$ cat config.mk
export PLATFORM = sky130hd
export DESIGN_NAME = power_fail_checkpoint_controller
export DESIGN_NICKNAME = d
export VERILOG_FILES = /design/src/rtl/pfcc_pkg.sv /design/src/rtl/power_fail_checkpoint_controller.sv /design/src/rtl/pfcc_core.sv
export SDC_FILE = /design/constraint.sdc
export NUM_CORES = 1
export LEC_CHECK = 0
export BUFFER_PORTS_ARGS = -buffer_cell sky130_fd_sc_hd__buf_4
export CAP_MARGIN = 20
export CORE_ASPECT_RATIO = 0.9
export CORE_MARGIN = 2
export CORE_UTILIZATION = 35
export DETAILED_ROUTE_END_ITERATION = 8
export SETUP_SLACK_MARGIN = 0.15
export SYNTH_ARGS = -nofsm -noshare
export SYNTH_HDL_FRONTEND = slang
export SYNTH_HIERARCHICAL = 1
export SYNTH_SLANG_ARGS = --single-unit
$ cat constraint.sdc
create_clock -name clk -period 6.45 [get_ports clk]
set_input_delay 1.29 -clock clk [delete_from_list [all_inputs] [get_ports clk]]
set_output_delay 1.29 -clock clk [all_outputs]
set_load 0.05 [all_outputs]
$ cat src/rtl/pfcc_pkg.sv
`timescale 1ns / 1ps

package pfcc_pkg;

  localparam logic [15:0] THRESHOLD_RESET = 16'd3000;
  localparam logic [7:0]  ON_CODE_DEF     = 8'd1;
  localparam logic [7:0]  OFF_CODE_DEF    = 8'd0;
  localparam logic [7:0]  SAVE_CODE_DEF   = 8'd2;
  localparam logic [31:0] CNT_MAX         = 32'hFFFF_FFFF;

  // reported power mode codes
  localparam logic [1:0] PM_ON     = 2'd0;
  localparam logic [1:0] PM_OFF    = 2'd1;
  localparam logic [1:0] PM_SAVING = 2'd2;

  typedef enum logic [3:0] {
    MODE_START  = 4'b0001,
    MODE_ON     = 4'b0010,
    MODE_OFF    = 4'b0100,
    MODE_SAVING = 4'b1000
  } mode_t;

  typedef struct packed {
    logic [15:0] voltage_mv;
    logic [63:0] handshake_value;
  } in_t;

  typedef struct packed {
    logic        irq;
    logic        handshake_write;
    logic [7:0]  handshake_write_value;
    logic [1:0]  power_mode;
    logic [31:0] interrupts_raised;
    logic [31:0] lost_interrupts;
  } out_t;

  typedef struct packed {
    mode_t       mode;
    logic [63:0] prev_hs;
    logic        armed;
    logic        restore_pending;
    logic [31:0] irq_total;
    logic [31:0] lost_total;
  } st_t;

  function automatic logic [31:0] sat_inc(input logic [31:0] c);
    return (c == CNT_MAX) ? c : c + 32'd1;
  endfunction

endpackage

$ cat src/rtl/power_fail_checkpoint_controller.sv
`timescale 1ns / 1ps
// The input register holds an accepted item; the result register takes its result
// (out_*) when free. Throughput: one item per cycle unless out_stall backs up;
// the two-stage pipeline's state update is a single compare-and-count step.
// Reset (rst_n low, synchronous): pipeline emptied, mode back to start, counters,
// handshake tracking and flags cleared, threshold back to 3000 mV.

module power_fail_checkpoint_controller #(
  parameter logic [7:0] ON_CODE   = pfcc_pkg::ON_CODE_DEF,
  parameter logic [7:0] OFF_CODE  = pfcc_pkg::OFF_CODE_DEF,
  parameter logic [7:0] SAVE_CODE = pfcc_pkg::SAVE_CODE_DEF
) (
  input  logic           clk,
  input  logic           rst_n,
  input  logic           cfg_wr_en,
  input  logic [15:0]    cfg_wr_data,
  input  logic           in_valid,
  output logic           in_stall,
  input  pfcc_pkg::in_t  in_item,
  output logic           out_valid,
  input  logic           out_stall,
  output pfcc_pkg::out_t out_item
);

  logic           s1_vld_r;
  pfcc_pkg::in_t  s1_item_r;
  logic           out_vld_r;
  pfcc_pkg::out_t out_item_r;
  pfcc_pkg::st_t  st_r;
  pfcc_pkg::st_t  st_nxt;
  pfcc_pkg::out_t result;
  logic [15:0]    threshold_r;
  logic           out_free;
  logic           adv;

  assign out_free  = !out_vld_r || !out_stall;
  assign adv       = s1_vld_r && out_free;
  assign in_stall  = s1_vld_r && !out_free;
  assign out_valid = out_vld_r;
  assign out_item  = out_item_r;

  pfcc_core #(
    .ON_CODE  (ON_CODE),
    .OFF_CODE (OFF_CODE),
    .SAVE_CODE(SAVE_CODE)
  ) u_core (
    .st       (st_r),
    .item     (s1_item_r),
    .threshold(threshold_r),
    .st_nxt   (st_nxt),
    .result   (result)
  );

  always_ff @(posedge clk) begin
    if (!rst_n) begin
      threshold_r <= pfcc_pkg::THRESHOLD_RESET;
    end else if (cfg_wr_en && cfg_wr_data != '0) begin
      threshold_r <= cfg_wr_data;
    end
  end

  always_ff @(posedge clk) begin
    if (!rst_n) begin
      s1_vld_r <= 1'b0;
    end else if (!in_stall) begin
      s1_vld_r <= in_valid;
    end
  end

  always_ff @(posedge clk) begin
    if (in_valid && !in_stall) begin
      s1_item_r <= in_item;
    end
  end

  always_ff @(posedge clk) begin
    if (!rst_n) begin
      out_vld_r <= 1'b0;
    end else if (out_free) begin
      out_vld_r <= s1_vld_r;
    end
  end

  always_ff @(posedge clk) begin
    if (adv) begin
      out_item_r <= result;
    end
  end

  always_ff @(posedge clk) begin
    if (!rst_n) begin
      st_r.mode            <= pfcc_pkg::MODE_START;
      st_r.prev_hs         <= '0;
      st_r.armed           <= 1'b0;
      st_r.restore_pending <= 1'b0;
      st_r.irq_total       <= '0;
      st_r.lost_total      <= '0;
    end else if (adv) begin
      st_r <= st_nxt;
    end
  end

  a_armed_sticky: assert property (@(posedge clk) disable iff (!rst_n)
    st_r.armed |=> st_r.armed)
    else $error("handshake disarmed after arming");

  a_irq_cnt_mono: assert property (@(posedge clk) disable iff (!rst_n)
    $past(rst_n) |-> $past(st_r.irq_total) <= st_r.irq_total)
    else $error("interrupt count decreased");

  a_lost_cnt_mono: assert property (@(posedge clk) disable iff (!rst_n)
    $past(rst_n) |-> $past(st_r.lost_total) <= st_r.lost_total)
    else $error("lost count decreased");

  a_wr_val_idle: assert property (@(posedge clk) disable iff (!rst_n)
    out_vld_r && !out_item_r.handshake_write |-> out_item_r.handshake_write_value == '0)
    else $error("write value set without write");

endmodule

$ cat src/rtl/pfcc_core.sv
`timescale 1ns / 1ps

module pfcc_core #(
  parameter logic [7:0] ON_CODE   = pfcc_pkg::ON_CODE_DEF,
  parameter logic [7:0] OFF_CODE  = pfcc_pkg::OFF_CODE_DEF,
  parameter logic [7:0] SAVE_CODE = pfcc_pkg::SAVE_CODE_DEF
) (
  input  pfcc_pkg::st_t  st,
  input  pfcc_pkg::in_t  item,
  input  logic [15:0]    threshold,
  output pfcc_pkg::st_t  st_nxt,
  output pfcc_pkg::out_t result
);

  logic       good;
  logic       irq;
  logic       wr;
  logic [7:0] wr_val;

  assign good = item.voltage_mv > threshold;

  always_comb begin
    st_nxt = st;
    irq    = 1'b0;
    wr     = 1'b0;
    wr_val = '0;

    case (st.mode)
      pfcc_pkg::MODE_START: begin
        st_nxt.mode = good ? pfcc_pkg::MODE_ON : pfcc_pkg::MODE_OFF;
      end
      default: begin
        if (good) begin
          if (st.mode == pfcc_pkg::MODE_OFF) begin
            st_nxt.restore_pending = 1'b1;
          end
          if (st.mode == pfcc_pkg::MODE_SAVING) begin
            st_nxt.lost_total = pfcc_pkg::sat_inc(st.lost_total);
          end
          st_nxt.mode = pfcc_pkg::MODE_ON;
        end else if (st.mode == pfcc_pkg::MODE_ON) begin
          irq         = 1'b1;
          st_nxt.mode = pfcc_pkg::MODE_SAVING;
        end
      end
    endcase

    if (st.armed) begin
      if (item.handshake_value == {56'd0, SAVE_CODE}) begin
        st_nxt.mode = pfcc_pkg::MODE_OFF;
        wr          = 1'b1;
        wr_val      = OFF_CODE;
      end
      if (st_nxt.restore_pending) begin
        st_nxt.restore_pending = 1'b0;
        wr                     = 1'b1;
        wr_val                 = ON_CODE;
      end
    end else begin
      if (st.prev_hs != '0 && item.handshake_value == '0) begin
        st_nxt.armed = 1'b1;
      end
      st_nxt.prev_hs = item.handshake_value;
    end

    if (irq) begin
      st_nxt.irq_total = pfcc_pkg::sat_inc(st.irq_total);
    end
  end

  always_comb begin
    result.irq                   = irq;
    result.handshake_write       = wr;
    result.handshake_write_value = wr_val;
    result.interrupts_raised     = st_nxt.irq_total;
    result.lost_interrupts       = st_nxt.lost_total;
    case (st_nxt.mode)
      pfcc_pkg::MODE_OFF:    result.power_mode = pfcc_pkg::PM_OFF;
      pfcc_pkg::MODE_SAVING: result.power_mode = pfcc_pkg::PM_SAVING;
      default:               result.power_mode = pfcc_pkg::PM_ON;
    endcase
  end

endmodule

==> key figures, run 1 <==
Floorplanning
  • Die width: 217 um
  • Row cnt: 70
  • Core region area: just over 40000 sq um
  • Ports: 179
  • Die Y: just under 200 um
  • Die area: about 42000 sq um
  • Initial Util: a little over a third

CTS
  • CTS buffer count: 37
  • CTS sink count: just over 300
  • Resized cells post-CTS: 0
  • Clock Tree Buf Depth: 3
  • H-tree levels: 2
  • Clock tree from TritonCTS: done
  • Hold Buf Count CTS: 0
  • Root buffer cell: clkbuf_16
  • Post-CTS setup buffers: 0
  • Clock transition at path regs: ~60 ps
  • Clock Latency Late Sink: about 550 ps

Synthesis
  • FF+latch count, synth: 308
  • EDFF count, synth: about 160
  • Avg Cell Area, Syn: 10.6 sq um
  • Synth warn: 6
  • Synth async-reset ratio: 0%
  • Post-synth cell types: between 50 and 60
  • Seq/Total Area, Yosys: roughly 54%
  • Post-Synthesis Cell Area: ~14000 sq um
  • Synth Flop Type: edfxtp_1
  • Post-Syn Instances: roughly 1300

Final layout
  • N_diodes: 0
  • Share of layout cells above drive strength 1: about 23%
  • Post-route cell area: 16800 sq um
  • Nets: between 1500 and 2000
  • Layout area overhead: 17.9%
  • Register area: between 7000 and 8000 sq um
  • Multi-input logic area: about 5600 sq um
  • Final cell count without fillers: approximately 2000
  • Filler cells: approximately 4000

Drt
  • DRC: 0
  • Drt total wl: between 30 and 40 mm
  • Final ANT Viol Nets: 0
  • First-pass DRT Iterations: 7
  • Via density: slightly below 5
  • WL per Instance: 15.7 um
  • DR vias: 9674
  • 1st-iter DRT viols: around 570

Power
  • Total Power: approximately 4.8 mW
  • Peak VDD IR: ~190 uV
  • Pwr Density: approximately 290 nW/um^2
  • Lkg Pwr: 6.23 nW

Global route
  • Antenna violations before repair: 0
  • First-pass GRT wire length: between 40 and 50 mm
  • Pin count of the biggest net entering global routing: 103
  • Grt ovf: 0
  • Vias in the first global route: a little over 9000
  • GRT Util Overall: approximately 15%

Timing
  • Sum Neg Setup Slack: 0 ps
  • Slew margin rel.: 33.4%
  • Setup Viol. Count Final: 0
  • Final Cycle Share: between 50 and 60%
  • Period minus WS final: ~3400 ps
  • Worst Tran Pin Value: approximately 1000 ps
  • Setup ws final: 3080 ps
  • Max Clock Freq: 297 MHz
  • RSZ-0062 raised after global routing: no
  • Final hold violations: 0
  • Clk_skew: about 27 ps
  • Final Slew Violations: 0

Setup path
  • Crit end category: flop
  • CP required: approximately 6900 ps
  • CP cell instances: ha_1 > nand4_1 > nor4_1 > a21boi_1 > o31ai_4 > buf_4 > nor4b_1 > xor2_1 > nand2_1 > a21boi_0
  • Crit-path max FO: 37
  • R2R Setup Slk: ~3100 ps
  • CP Class: flop to flop
  • WP data arrival: ~3800 ps
  • CP max stage cell: nor4_1
  • Setup crit start kind: flop
  • Slowest stage delay, CP: 630 ps

Placed design
  • Placed cell areas: roughly 15000 sq um
  • Placement Setup Slack: 2800 ps
  • Placed cell count: 1930
  • GPL Wtd Cong: ~0.8
  • # port buffers: between 150 and 200
  • DPL Wire Length: ~20 mm

Outcome
  • Run status: finished, final reports clean

Worst hold path
  • Worst Hold Class: flop to flop

Run
  • Max-cap violations: 0
[metal layers]
metal	track usage, %	up-vias	share of wire (%)
met5	0	-	0
met4	5.05	0	1.9
met3	2.82	40	4.5
met2	23.7	197	47
met1	19.3	4593	47
li1	-	4844	-
[through the flow]
step	hold slack, ps	util (%)
finish	459	41.6
global route	481	41.6
CTS	461	41.5
detailed placement	450	38.2
global placement	445	38.2
floorplan	435	-
[cells in the mapped netlist, types with 12 or more instances]
cell	instances	area [sq um]
a21boi_0	121	908
buf_2	24	120
buf_4	74	556
buf_6	12	135
and3_1	12	75.1
nand3_1	26	130
ha_1	18	225
nand2_1	319	1200
dfxtp_1	152	3040
nand4_1	32	200
edfxtp_1	156	4680
inv_1	22	82.6
xor2_1	55	482
a21boi_1	15	113
mux2_2	65	732
nor3_1	37	185
mux2i_1	12	120
clkbuf_1	33	124
nor4_1	54	338
[path summary, 6_finish.rpt]
| check | start | end | cells after the start |
|---|---|---|---|
| setup / recovery | s1_item_r[77] | st_r[30] | 10 |
| hold / removal | threshold_r[1] | threshold_r[1] | 2 |
| hold reg to reg | threshold_r[1] | threshold_r[1] | 2 |
| setup reg to reg | s1_item_r[77] | st_r[30] | 10 |
[cell usage in the layout (no fill, tap or decap), types with 3 or more instances in the layout]
master and count:
nand3_1 26, a21boi_1 15, clkbuf_16 41, a21boi_0 121
and4_1 8, nor2b_1 9, conb_1 7, edfxtp_1 156
xor2_1 55, or4_1 6, and3_1 12, buf_4 189
dfxtp_1 151, inv_1 22, clkinv_2 5, nand2_1 319
nand4_1 32, ha_1 18, a21oi_1 8, nor4b_1 5
nor3_1 37, nor4_4 4, mux2i_1 12, xnor2_1 8
clkbuf_1 5, inv_6 3, or3_1 5, nor4_1 54
nor2_1 10, mux2_2 65, o211ai_1 5, bufinv_16 6
clkinv_1 4
[critical path, delay by kind of cell (launching register included)]
kind / cells / cell delay (ps)
buf+inv: 1 / 260
fa+ha+maj: 1 / 330
flops: 1 / 400
simple gates: 4 / 1390
xor+xnor: 1 / 240
compound gates: 3 / 650
[flip-flops by register name, summed over array words and instances (netlist names)]
signal,cells
out_valid,1
threshold_r,16
st_r,134
s1_vld_r,1
out_item,76
s1_item_r,80
[report_power, final]
part,leakage [nW],internal [mW],total (mW),switching (mW)
combinational,2.88,0.147,0.398,0.251
sequential,2.70,2.14,2.19,0.0464
clock,0.654,1.42,2.26,0.838
total,6.23,3.71,4.84,1.14
[kinds of logic (layout without fill, tap and decap cells)]
| group | Yosys count | count (layout) | synth area share (%) |
|---|---|---|---|
| simple gates | 542 | 542 | 18.4 |
| other cells | 1 | 7 | 0.0263 |
| buf+inv | 172 | 281 | 7.31 |
| fa+ha+maj | 18 | 18 | 1.58 |
| mux | 78 | 78 | 6.04 |
| xor+xnor | 64 | 64 | 3.98 |
| compound gates | 161 | 161 | 8.52 |
| flops | 308 | 308 | 54.1 |
[area by class of cell]
type / count / area share (%)
repair buffers: 190 / 8.59
inverters: 23 / 0.542
clock buffers: 48 / 6.37
clock inverters: 20 / 1.55
well taps: 540 / 4.01
flip-flops and latches: 308 / 45.9
multi-input cells: 870 / 33.0
No activity file was read; power rests on OpenSTA's default activity.
==> run 2: changes to the inputs <==
Clock period 6.45 ns to 3.2 ns, I/O delays scaled along.
==> key figures, run 2 (synthesis results as in run 1) <==
Floorplanning
  • Die Y: 196 um (unchanged)
  • Initial Util: 35.3% (unchanged)
  • Ports: 179 (unchanged)
  • Core region area: 40500 sq um (unchanged)
  • Row cnt: 70 (unchanged)
  • Die area: 42400 sq um (unchanged)
  • Die width: 217 um (unchanged)

Setup path
  • CP Class: flop to flop
  • Crit-path max FO: 37 (unchanged)
  • CP cell instances: ha_1 > nand4_1 > o311ai_1 > buf_4 > o31ai_4 > buf_12 > nor4_1 > xor2_1 > nand2_1 > a21boi_0
  • Worst Setup EP: st_r[7]
  • Start point of the critical path: s1_item_r[79]
  • R2R Setup Slk: 340 ps (-2740 ps)
  • Crit end category: flop
  • Setup crit start kind: flop
  • Cell depth of the worst flop-to-flop path: 10 (unchanged)
  • Reg2reg end: st_r[7]
  • Critical Path Stages: 10 (unchanged)
  • CP delay by family, top: compound AO/OA/AOI/OAI gates
  • Slowest stage delay, CP: 500 ps (-130 ps)
  • CP max stage cell: o311ai_1
  • FF-to-FF Start: s1_item_r[79]
  • Crit path buf inv count: 2 (+1)
  • WP data arrival: 3290 ps (-550 ps)
  • CP required: 3630 ps (-3280 ps)

Timing
  • Setup Viol. Count Final: 0 (unchanged)
  • RSZ-0062 raised after global routing: no
  • Sum Neg Setup Slack: 0 ps (unchanged)
  • Final hold violations: 0 (unchanged)
  • Setup ws final: 341 ps (-2740 ps)
  • Clk_skew: 21.9 ps (-5.50 ps)
  • Final Slew Violations: 0 (unchanged)
  • Slew margin rel.: 34.4% (+1.0 points)
  • Period minus WS final: 2860 ps (-514 ps)
  • Final Cycle Share: 89.3% (+37 points)
  • Max Clock Freq: 350 MHz (+18%)
  • Worst Tran Pin Value: 970 ps (-29.2 ps)

CTS
  • Clock tree from TritonCTS: done
  • CTS sink count: 308 (unchanged)
  • CTS buffer count: 36 (-2.7%)
  • Hold Buf Count CTS: 0 (unchanged)
  • Clock Tree Buf Depth: 3 (unchanged)
  • Root buffer cell: clkbuf_16
  • H-tree levels: 2 (unchanged)
  • Clock Latency Late Sink: 530 ps (-20 ps)
  • Clock transition at path regs: 60 ps (about the same)
  • Post-CTS setup buffers: 0 (unchanged)

Drt
  • 1st-iter DRT viols: 614 (+7.5%)
  • DR vias: 9886 (+2.2%)
  • Final ANT Viol Nets: 0 (unchanged)
  • DRC: 0 (unchanged)
  • Drt total wl: 32.1 mm (+2.2%)
  • First-pass DRT Iterations: 4 (-3)
  • Via density: 4.92 (+1.7%)
  • WL per Instance: 16.0 um (+1.8%)

Power
  • P_sw: 2.24 mW (+97%)
  • Lkg Pwr: 6.28 nW (+0.83%)
  • Peak VDD IR: 309 uV (+61%)
  • Switching fraction of total power: 23.4% (-0.061 points)
  • Logic pwr share: 8.8% (+0.6 points)
  • Sequential share of power: 46.1% (+0.9 points)
  • Pwr Density: 564 nW/um^2 (+96%)
  • Internal: 7.34 mW (+98%)
  • Clock power frac: 45.2% (-1.4 points)
  • Total Power: 9.58 mW (+98%)

Final layout
  • Nets: 1558 (+0.58%)
  • Share of layout cells above drive strength 1: 23.3% (+0.42 points)
  • Most frequent cells in the layout: nand2_1, buf_4, edfxtp_1, dfxtp_1, a21boi_0
  • Most common cell after layout, fill and taps aside: nand2_1
  • Register area: 7730 sq um (unchanged)
  • Top reg by flops: st_r
  • Filler cells: 3858 (-1.5%)
  • Max reg flops: 134 (unchanged)
  • Post-layout util: 41.9% (+0.34 points)
  • Final cell count without fillers: 2008 (+0.45%)
  • Multi-input logic area: 5590 sq um (+0.43%)
  • Layout area overhead: 18.8%

Worst hold path
  • Worst Hold Class: input pin to flop

Global route
  • GRT Util Overall: 14.8% (+0.31 points)
  • Vias in the first global route: 9520 (+3.0%)
  • Antenna violations before repair: 1 (+1)
  • First-pass GRT wire length: 50.8 mm (+2.6%)
  • Pin count of the biggest net entering global routing: 135 (+31%)
  • Grt ovf: 0 (unchanged)

Run
  • Max-cap violations: 0 (unchanged)

Placed design
  • DPL Wire Length: 21.1 mm (+6.6%)
  • # port buffers: 178 (unchanged)
  • Placement Setup Slack: 163 ps (-2630 ps)
  • Placed cell count: 1941 (+0.57%)
  • GPL Wtd Cong: 0.781 (-2.5%)

Outcome
  • Run status: finished, final reports clean
==> run 2: changes by cell type in the layout (fill, tap and decap cells not counted), sizes merged <==
cell      delta
buf         +10
inv          -1
clkinvlp     +1
diode        +1
clkinv       -1
clkbuf       -1
==> run 2: final cells by class <==
| cell class | instances | share of cell area, % |
|---|---|---|
| Clock buffer | 47 | 5.91 |
| Timing Repair Buffer | 200 | 9.58 |
| Inverter | 23 | 0.538 |
| Multi-Input combinational cell | 870 | 32.9 |
| Sequential cell | 308 | 45.5 |
| Antenna cell | 1 | 0.0147 |
| Clock inverter | 19 | 1.53 |
| Tap cell | 540 | 3.98 |
==> run 2: timing repair <==
action,CTS,global route
endpoints found under the setup margin,1,21
resized for setup,1,4
gates cloned,0,0
pin swaps,0,1
==> run 2: worst min path at each step <==
stage	startpoint	to	cells past startpoint
global route	in_item[61]	s1_item_r[61]	1
CTS	in_item[61]	s1_item_r[61]	1
finish	in_item[63]	s1_item_r[63]	1
floorplan	threshold_r[10]	threshold_r[10]	2
detailed placement	threshold_r[13]	threshold_r[13]	2
global placement	threshold_r[6]	threshold_r[6]	2
==> run 2: stage by stage <==
step           area [sq um]  hold WS [ps]
6_report              17000           291
2_1_floorplan         14300           435
3_3_place_gp          15700           446
4_1_cts               17000           253
5_1_grt               17000           261
3_5_place_dp          15700           450
==> run 2: worst reg2reg max path, cell delays in order, from the launching register on <==
cell	delay, ps
edfxtp_1	390
ha_1	330
nand4_1	240
o311ai_1	500
buf_4	210
o31ai_4	60
buf_12	180
nor4_1	380
xor2_1	230
nand2_1	80
a21boi_0	180
==> run 2: per-layer routing <==
metal | share of wire, % | GRT usage [%] | vias to the layer above
met2 | 46 | 23.6 | 240
li1 | - | - | 4865
met5 | 0 | 0 | -
met4 | 2.7 | 5.12 | 0
met1 | 47 | 20.4 | 4728
met3 | 4.4 | 2.56 | 53
==> run 2: power groups by stage <==
| stage | clock network (mW) | logic (mW) | registers (mW) |
|---|---|---|---|
| after CTS | 4.46 | 0.846 | 4.41 |
| after global placement | 0 | 0.833 | 4.50 |
| after global routing | 4.61 | 0.904 | 4.43 |
| after detailed placement | 0 | 0.844 | 4.50 |
| final | 4.33 | 0.839 | 4.41 |
| after floorplan | 0 | 0.368 | 4.63 |
